$ cat src/rtl/stpi_pkg.sv
// Shared types and constants for the sorted table with place insertion.
`default_nettype none
package stpi_pkg;

  localparam int unsigned DEPTH      = 64;
  localparam int unsigned KEY_BITS   = 32;
  localparam int unsigned TAG_BITS   = 16;
  localparam int unsigned INDEX_BITS = 6;
  localparam int unsigned SLOT_BITS  = (DEPTH > 1) ? $clog2(DEPTH) : 1;
  // Width that holds both an index and any slot number, plus DEPTH itself.
  localparam int unsigned CMP_BITS   =
      ((SLOT_BITS > INDEX_BITS) ? SLOT_BITS : INDEX_BITS) + 1;

  localparam logic OP_PLACE = 1'b0;
  localparam logic OP_READ  = 1'b1;

  typedef struct packed {
    logic                       op;
    logic [INDEX_BITS-1:0]      index;
    logic signed [KEY_BITS-1:0] key;
    logic [TAG_BITS-1:0]        tag;
  } in_item_t;

  typedef struct packed {
    logic signed [KEY_BITS-1:0] key_out;
    logic [TAG_BITS-1:0]        tag_out;
    logic [INDEX_BITS-1:0]      slot;
    logic signed [KEY_BITS-1:0] head_key;
    logic signed [KEY_BITS-1:0] tail_key;
  } out_item_t;

  typedef struct packed {
    logic signed [KEY_BITS-1:0] key;
    logic [TAG_BITS-1:0]        tag;
  } entry_t;

  // Broadcast from the controller to every cell.
  typedef struct packed {
    logic                       cmp;
    logic                       upd;
    logic [INDEX_BITS-1:0]      index;
    logic signed [KEY_BITS-1:0] key;
    logic [TAG_BITS-1:0]        tag;
  } cell_ctrl_t;

endpackage : stpi_pkg
`default_nettype wire

$ cat src/rtl/stpi_cell.sv
// One table slot: holds an entry, compares it against the new key, shifts from its left neighbor.
`default_nettype none
module stpi_cell
  import stpi_pkg::*;
(
  input  wire logic                 clk_i,
  input  wire logic                 rst_ni,
  input  wire cell_ctrl_t           ctrl_i,
  input  wire logic [SLOT_BITS-1:0] pos_i,
  input  wire entry_t               prev_entry_i,
  input  wire logic                 found_i,
  output      logic                 found_o,
  output      logic                 take_o,
  output      entry_t               entry_o
);

  entry_t entry_q, entry_d;
  logic   gt_q, gt_d;
  logic   below_idx, at_idx, upto_idx;

  assign below_idx = CMP_BITS'(pos_i) <  CMP_BITS'(ctrl_i.index);
  assign at_idx    = CMP_BITS'(pos_i) == CMP_BITS'(ctrl_i.index);
  assign upto_idx  = below_idx | at_idx;

  // First strictly greater slot below the index, or the index itself.
  assign found_o = found_i | gt_q;
  assign take_o  = !found_i && (gt_q || at_idx);

  always_comb begin
    gt_d    = gt_q;
    entry_d = entry_q;
    if (ctrl_i.cmp) begin
      gt_d = below_idx && (entry_q.key > ctrl_i.key);
    end
    if (ctrl_i.upd) begin
      if (take_o) begin
        entry_d.key = ctrl_i.key;
        entry_d.tag = ctrl_i.tag;
      end else if (found_i && upto_idx) begin
        entry_d = prev_entry_i;
      end
    end
  end

  always_ff @(posedge clk_i or negedge rst_ni) begin
    if (!rst_ni) begin
      entry_q <= '0;
      gt_q    <= 1'b0;
    end else begin
      entry_q <= entry_d;
      gt_q    <= gt_d;
    end
  end

  assign entry_o = entry_q;

endmodule : stpi_cell
`default_nettype wire

$ cat config.mk
export PLATFORM = sky130hd
export DESIGN_NAME = stpi_cell
export DESIGN_NICKNAME = d
export VERILOG_FILES = /design/src/rtl/stpi_pkg.sv /design/src/rtl/stpi_cell.sv
export SDC_FILE = /design/constraint.sdc
export NUM_CORES = 1
export LEC_CHECK = 0
export ABC_AREA = 1
export BUFFER_PORTS_ARGS = -buffer_cell sky130_fd_sc_hd__buf_4
export CAP_MARGIN = 20
export CORE_MARGIN = 2
export CORE_UTILIZATION = 44
export CTS_BUF_LIST = sky130_fd_sc_hd__clkbuf_4
export DETAILED_ROUTE_END_ITERATION = 16
export PLACE_DENSITY = 0.81
export SLEW_MARGIN = 20
export SYNTH_ARGS = -nofsm -noshare
export SYNTH_HDL_FRONTEND = slang
export SYNTH_SLANG_ARGS = --single-unit
export TNS_END_PERCENT = 10
$ cat constraint.sdc
create_clock -name clk_i -period 1.5 [get_ports clk_i]
set_input_delay 0.225 -clock clk_i [delete_from_list [all_inputs] [get_ports clk_i]]
set_output_delay 0.225 -clock clk_i [all_outputs]
set_load 0.05 [all_outputs]
==> results of run 1 <==
==> sequential cells by signal (all words and copies together) (netlist names) <==
signal / count
entry_o: 48
gt_q: 1
==> kinds of logic after synthesis <==
logic type / Yosys count / synth area share
simple gates: 295 / 0.330
buf+inv: 71 / 0.0979
compound gates: 54 / 0.0813
flops: 49 / 0.354
fa+ha+maj: 38 / 0.137
==> synthesized netlist by cell type (4+ instances only) <==
cell	n	share of area
buf_6	8	0.026
a21oi_1	16	0.023
buf_2	7	0.010
nand3_1	6	0.0087
ha_1	38	0.14
nor2_1	13	0.014
o21ai_0	30	0.043
o21ai_1	4	0.0058
dfrtp_1	49	0.35
nand2_1	268	0.29
inv_1	50	0.054
==> critical path: stages, from the launching register on <==
cell and delay, ns:
dfrtp_2 0.46, ha_4 0.27, nand2_2 0.06, nor2_2 0.11
nand4_1 0.14, nor2_2 0.17, nand2_2 0.07, nand2_1 0.05
nand2_1 0.06, nand3_2 0.07, nand2_1 0.06
==> cell type report <==
type | instances | area [um2] | share of cell area
timing repair buffer | 204 | 1590 | 0.291
clock buffer | 5 | 37.5 | 0.00686
tap | 102 | 128 | 0.0233
inverter | 52 | 200 | 0.0366
multi-input combinational | 387 | 2240 | 0.408
sequential | 49 | 1260 | 0.231
clock inverter | 3 | 17.5 | 0.00320
==> per-stage QoR <==
step	util	worst slack [ns]	setup TNS, ns	total power, mW
3_5_place_dp	0.690	-0.277	-12.00	8.06
2_1_floorplan	-	-0.0575	-0.0575	5.96
3_3_place_gp	0.690	-0.169	-7.84	7.93
4_1_cts	0.708	-0.0679	-0.119	8.83
5_1_grt	0.712	-0.211	-0.319	9.50
6_report	0.712	-0.122	-0.166	8.84
==> what timing repair did <==
action / CTS / global route
endpoints found under the setup margin: 2 / 7
gates resized for setup: 15 / 9
hold endpoints to repair: 49 / 0
hold buffers: 1 / 0
pin swaps: 9 / 12
buffers inserted: 1 / 1
==> worst max-delay path by stage <==
stage	end	slack, ns	from	depth (start not counted)
after floorplan	gt_q	-0.06	entry_o[37]	10
after global placement	entry_o[22]	-0.17	pos_i[3]	11
after detailed placement	entry_o[25]	-0.28	pos_i[3]	11
after CTS	gt_q	-0.07	entry_o[21]	12
after global routing	gt_q	-0.21	entry_o[17]	14
final	gt_q	-0.12	entry_o[39]	10
==> metal layers <==
| metal | global-route usage | wire length, um | up-vias | share of wire |
|---|---|---|---|---|
| met5 | 0 | 0 | - | 0 |
| met4 | 0.0502 | 110 | 0 | 0.011 |
| met3 | 0.0415 | 642 | 12 | 0.064 |
| met2 | 0.424 | 4980 | 137 | 0.49 |
| met1 | 0.296 | 4370 | 1654 | 0.43 |
| li1 | - | - | 1947 | - |
==> power by group through the flow <==
stage | registers, mW | clock network [mW] | logic, mW
finish | 2.31 | 0.615 | 5.91
global placement | 2.29 | 0 | 5.64
floorplan | 4.12 | 0 | 1.84
global route | 2.38 | 0.696 | 6.42
CTS | 2.31 | 0.649 | 5.88
detailed placement | 2.32 | 0 | 5.74
==> flow_summary.json, run 1 <==
{
  "switchingPower_mw": 4.51,
  "placed_area_mm2": 0.00530,
  "intPower_mw": 4.33,
  "swShare": 0.510,
  "clock_path_buffers": 2,
  "violations": "setup timing",
  "routed_wl_um": 10100,
  "cp-start-kind": "flip-flop",
  "p_leak_nw": 3.10,
  "hp-start": "ctrl_i[55]",
  "grt_use_total": 0.236,
  "ys_async_sr_fraction": 1.00,
  "min_period_over_period": 1.08,
  "ys_ff_latch": 49,
  "rr_endpoint": "gt_q",
  "fin_ws_ns": -0.122,
  "vias": 3750,
  "gp_congestion": 0.813,
  "core_area_mm2": 0.00769,
  "rows": 32,
  "dp_cells": 791,
  "hold_class": "primary input to flip-flop",
  "hold_ws_ns": 0.120,
  "yosysUniqueCellTypes": 22,
  "fin_crit_ns": 1.62,
  "drt-vias-per-instance": 4.68,
  "antenna_cells": 0,
  "final-hold-violation-count": 0,
  "area_growth_pct": 58.0,
  "maxCapViolCount": 0,
  "combPwrFrac": 0.669,
  "slew_viol_final": 0,
  "min_to": "gt_q",
  "worstPathRequired_ns": 1.76,
  "pwr-share-clk": 0.070,
  "rsz0062_at_grt": "yes",
  "ant_nets": 0,
  "overflow": 0,
  "clock_skew_ns": 0.00340,
  "drt-pass1-iter-count": 4,
  "outcome": "finished with violations",
  "arrival_ns": 1.89,
  "max_freq_mhz": 617,
  "clock_latency_ns": 0.36,
  "final_cell_mix": "257 x nand2_1, 198 x buf_4, 44 x inv_1",
  "post-dp-hpwl_um": 7860,
  "die_h_um": 92.7,
  "initial_core_util": 0.451,
  "powerDensity_mw_per_mm2": 1610,
  "holdPathStages": 3,
  "rrSetupSlack_ns": -0.12,
  "antenna_found_initial": 0,
  "seq_area_frac_synth": 0.354,
  "synth-main-ff-cell": "dfrtp_1",
  "synthCells": 507,
  "cts_tree": "done",
  "design.die.area_mm2": 0.00860,
  "ctsRootBufferMaster": "clkbuf_4",
  "post-route-cell-area_mm2": 0.00548,
  "nets": 850,
  "grt_pass1_wl_um": 16500,
  "io_pins": 163,
  "peakVddDrop_mv": 0.849,
  "mappedNetlistArea_mm2": 0.00346,
  "end_kind": "flip-flop",
  "pwr-share-seq": 0.262,
  "numCtsBuffers": 5,
  "synth_area_per_cell_um2": 6.83,
  "wl_per_cell_um": 12.6,
  "drtIter0Drc": 160,
  "drc": 0,
  "final_common_cell": "nand2_1",
  "reg2reg_depth": 10,
  "ys_warn_count": 0,
  "clk_pin_slew_ns": 0.14,
  "io_buffers": 162,
  "worstMarginPinSlew_ns": 0.649,
  "reg2reg_from": "entry_o[39]",
  "grt_pass1_vias": 3747,
  "layout-drive-gt1-share": 0.424,
  "critPathKind": "flip-flop to flip-flop",
  "setup_viol": 2,
  "path_max_fanout": 2,
  "grt_max_degree": 50,
  "synth-edff-count": 0,
  "relSlewSlack": 0.568,
  "die_w_um": 92.7,
  "cts_sinks": 49,
  "fin_cells": 802,
  "h-tree-depth": 2,
  "synth_fp_nets": 658,
  "fillCellCount": 628
}
(Power assumes the default switching activity.)
==> run 2: changes to the inputs <==
--- a/config.mk
+++ b/config.mk
@@ -15,2 +15,3 @@
 export PLACE_DENSITY = 0.81
+export SETUP_SLACK_MARGIN = 0.4
 export SLEW_MARGIN = 20
==> constraint.sdc (replaced) <==
create_clock -name clk_i -period 1.5 [get_ports clk_i]
set_input_delay 0.3 -clock clk_i [delete_from_list [all_inputs] [get_ports clk_i]]
set_output_delay 0.3 -clock clk_i [all_outputs]
set_load 0.05 [all_outputs]
==> run 2 against run 1 <==
The run still ends with setup timing left. Clock power increased by 13%. Clock skew increased by 0.017 ns. Die area unchanged. Critical path depth increased by 1. First-iteration DRC count decreased by 18%. Critical path type unchanged. Largest cell class unchanged. Flip-flop and latch count unchanged. Core utilization increased by 12 points.
==> flow_summary.json, run 2 (synthesis results as in run 1) <==
{
  "h-tree-depth": 2,
  "powerDensity_mw_per_mm2": 1670,
  "clock_skew_ns": 0.0201,
  "wl_per_cell_um": 15.0,
  "io_buffers": 162,
  "violations": "setup timing",
  "post-dp-hpwl_um": 7840,
  "vias": 4115,
  "crit_top_cell": "nand2_1",
  "end_kind": "flip-flop",
  "outcome": "finished with violations",
  "crit_buf_inv": 0,
  "gp_congestion": 0.808,
  "maxCapViolCount": 0,
  "pwr-share-seq": 0.223,
  "final_common_cell": "nand2_1",
  "post-route-cell-area_mm2": 0.00636,
  "cts_tree": "done",
  "design.die.area_mm2": 0.00860,
  "slew_viol_final": 0,
  "core_area_mm2": 0.00769,
  "max_freq_mhz": 585,
  "peakVddDrop_mv": 0.991,
  "cp_num_cells": 11,
  "antenna_cells": 0,
  "intPower_mw": 5.50,
  "drt-vias-per-instance": 4.96,
  "setup_viol": 23,
  "switchingPower_mw": 5.15,
  "min_period_over_period": 1.14,
  "dr_wl_met3_um": 699,
  "startpoint": "entry_o[33]",
  "initial_core_util": 0.451,
  "cp_slowest_cell": "dfrtp_2",
  "grt_use_total": 0.260,
  "drt-pass1-iter-count": 6,
  "highest_layer": "met4",
  "combPwrFrac": 0.712,
  "hold_class": "primary input to flip-flop",
  "ctsRootBufferMaster": "clkbuf_4",
  "placed_area_mm2": 0.00525,
  "clock_latency_ns": 0.37,
  "fin_util": 0.827,
  "numCtsBuffers": 5,
  "nets": 877,
  "path_max_fanout": 2,
  "fin_crit_ns": 1.71,
  "final_cell_mix": "239 x nand2_1, 129 x buf_4, 61 x buf_6",
  "antenna_found_initial": 0,
  "overflow": 0,
  "ant_nets": 0,
  "cts_sinks": 49,
  "arrival_ns": 1.97,
  "critPathTopFamily": "simple AND/OR/NAND/NOR gates",
  "worstMarginPinSlew_ns": 0.639,
  "grt_max_degree": 50,
  "cp-start-kind": "flip-flop",
  "rows": 32,
  "reg2reg_depth": 11,
  "grt_pass1_wl_um": 18100,
  "wl_met1_um": 4640,
  "layout-drive-gt1-share": 0.476,
  "clk_pin_slew_ns": 0.15,
  "hp-start": "ctrl_i[55]",
  "die_h_um": 92.7,
  "relSlewSlack": 0.574,
  "critPathKind": "flip-flop to flip-flop",
  "reg2reg_from": "entry_o[33]",
  "area_growth_pct": 83.6,
  "max_stage_delay_ns": 0.45,
  "rsz0062_at_grt": "yes",
  "swShare": 0.483,
  "final-hold-violation-count": 0,
  "largest_reg_flops": 48,
  "holdPathStages": 3,
  "fin_ws_ns": -0.210,
  "drc": 0,
  "rrSetupSlack_ns": -0.21,
  "drtIter0Drc": 131,
  "clock_path_buffers": 2,
  "worstPathRequired_ns": 1.76,
  "route.met2.wl_um": 6850,
  "p_leak_nw": 3.48,
  "pwr-share-clk": 0.065,
  "crit_chain": "ha_1, nand2_1, nand2_1, nand2_1, nand2_1, nand2_1, nand2_1, a21oi_2, nand3_1, nand3_1, nand2_1",
  "io_pins": 163,
  "grt_pass1_vias": 4108,
  "die_w_um": 92.7,
  "routed_wl_um": 12500
}
[run 2: metrics by stage]
stage	cells	hold slack [ns]	setup WS, ns	setup TNS (ns)	power, mW
floorplan	507	0.00441	-0.0672	-1.99	5.86
CTS	814	0.180	-0.104	-1.69	9.92
finish	829	0.200	-0.210	-0.753	10.6
global route	829	0.177	-0.313	-2.31	11.2
detailed placement	799	0.375	-0.353	-16.43	8.01
global placement	799	0.367	-0.282	-13.10	7.84
[run 2: final cells by class]
cell class | instances | area [um2]
Sequential cell | 49 | 1260
Inverter | 52 | 220
Timing Repair Buffer | 231 | 2330
Fill cell | 451 | 1330
Multi-Input combinational cell | 387 | 2350
Tap cell | 102 | 128
Clock inverter | 3 | 25.0
Clock buffer | 5 | 37.5
[run 2: power groups by stage]
stage / logic (mW) / clock network (mW) / registers (mW)
2_1_floorplan: 1.77 / 0 / 4.09
3_3_place_gp: 5.62 / 0 / 2.22
3_5_place_dp: 5.75 / 0 / 2.26
4_1_cts: 6.87 / 0.707 / 2.34
5_1_grt: 8.02 / 0.760 / 2.42
6_report: 7.58 / 0.695 / 2.37
[run 2: worst reg2reg max path, cell delays in order, from the launching register on]
cell and delay, ns:
dfrtp_2 0.45, ha_1 0.31, nand2_1 0.10, nand2_1 0.05, nand2_1 0.05, nand2_1 0.04
nand2_1 0.06, nand2_1 0.06, a21oi_2 0.17, nand3_1 0.13, nand3_1 0.12, nand2_1 0.07
[run 2: worst paths after layout]
path / endpoint
max: gt_q
min: gt_q
max reg2reg: gt_q
min reg2reg: entry_o[2]
max in group asynchronous: entry_o[29]
min in group asynchronous: entry_o[27]
[run 2: repair_timing]
action / 4_1_cts / 5_1_grt
pin swaps: 20 / 30
hold buffers: 1 / 0
gates resized for setup: 126 / 83
setup buffers: 4 / 14
gates cloned: 2 / 1
endpoints found under the hold margin: 49 / 0
endpoints found under the setup margin: 99 / 99
[run 2: layer usage]
metal  global-route usage  vias up
met5                    0        -
met4               0.0723        0
met3               0.0496       28
met2                0.504      155
met1                0.285     1925
li1                     -     2007
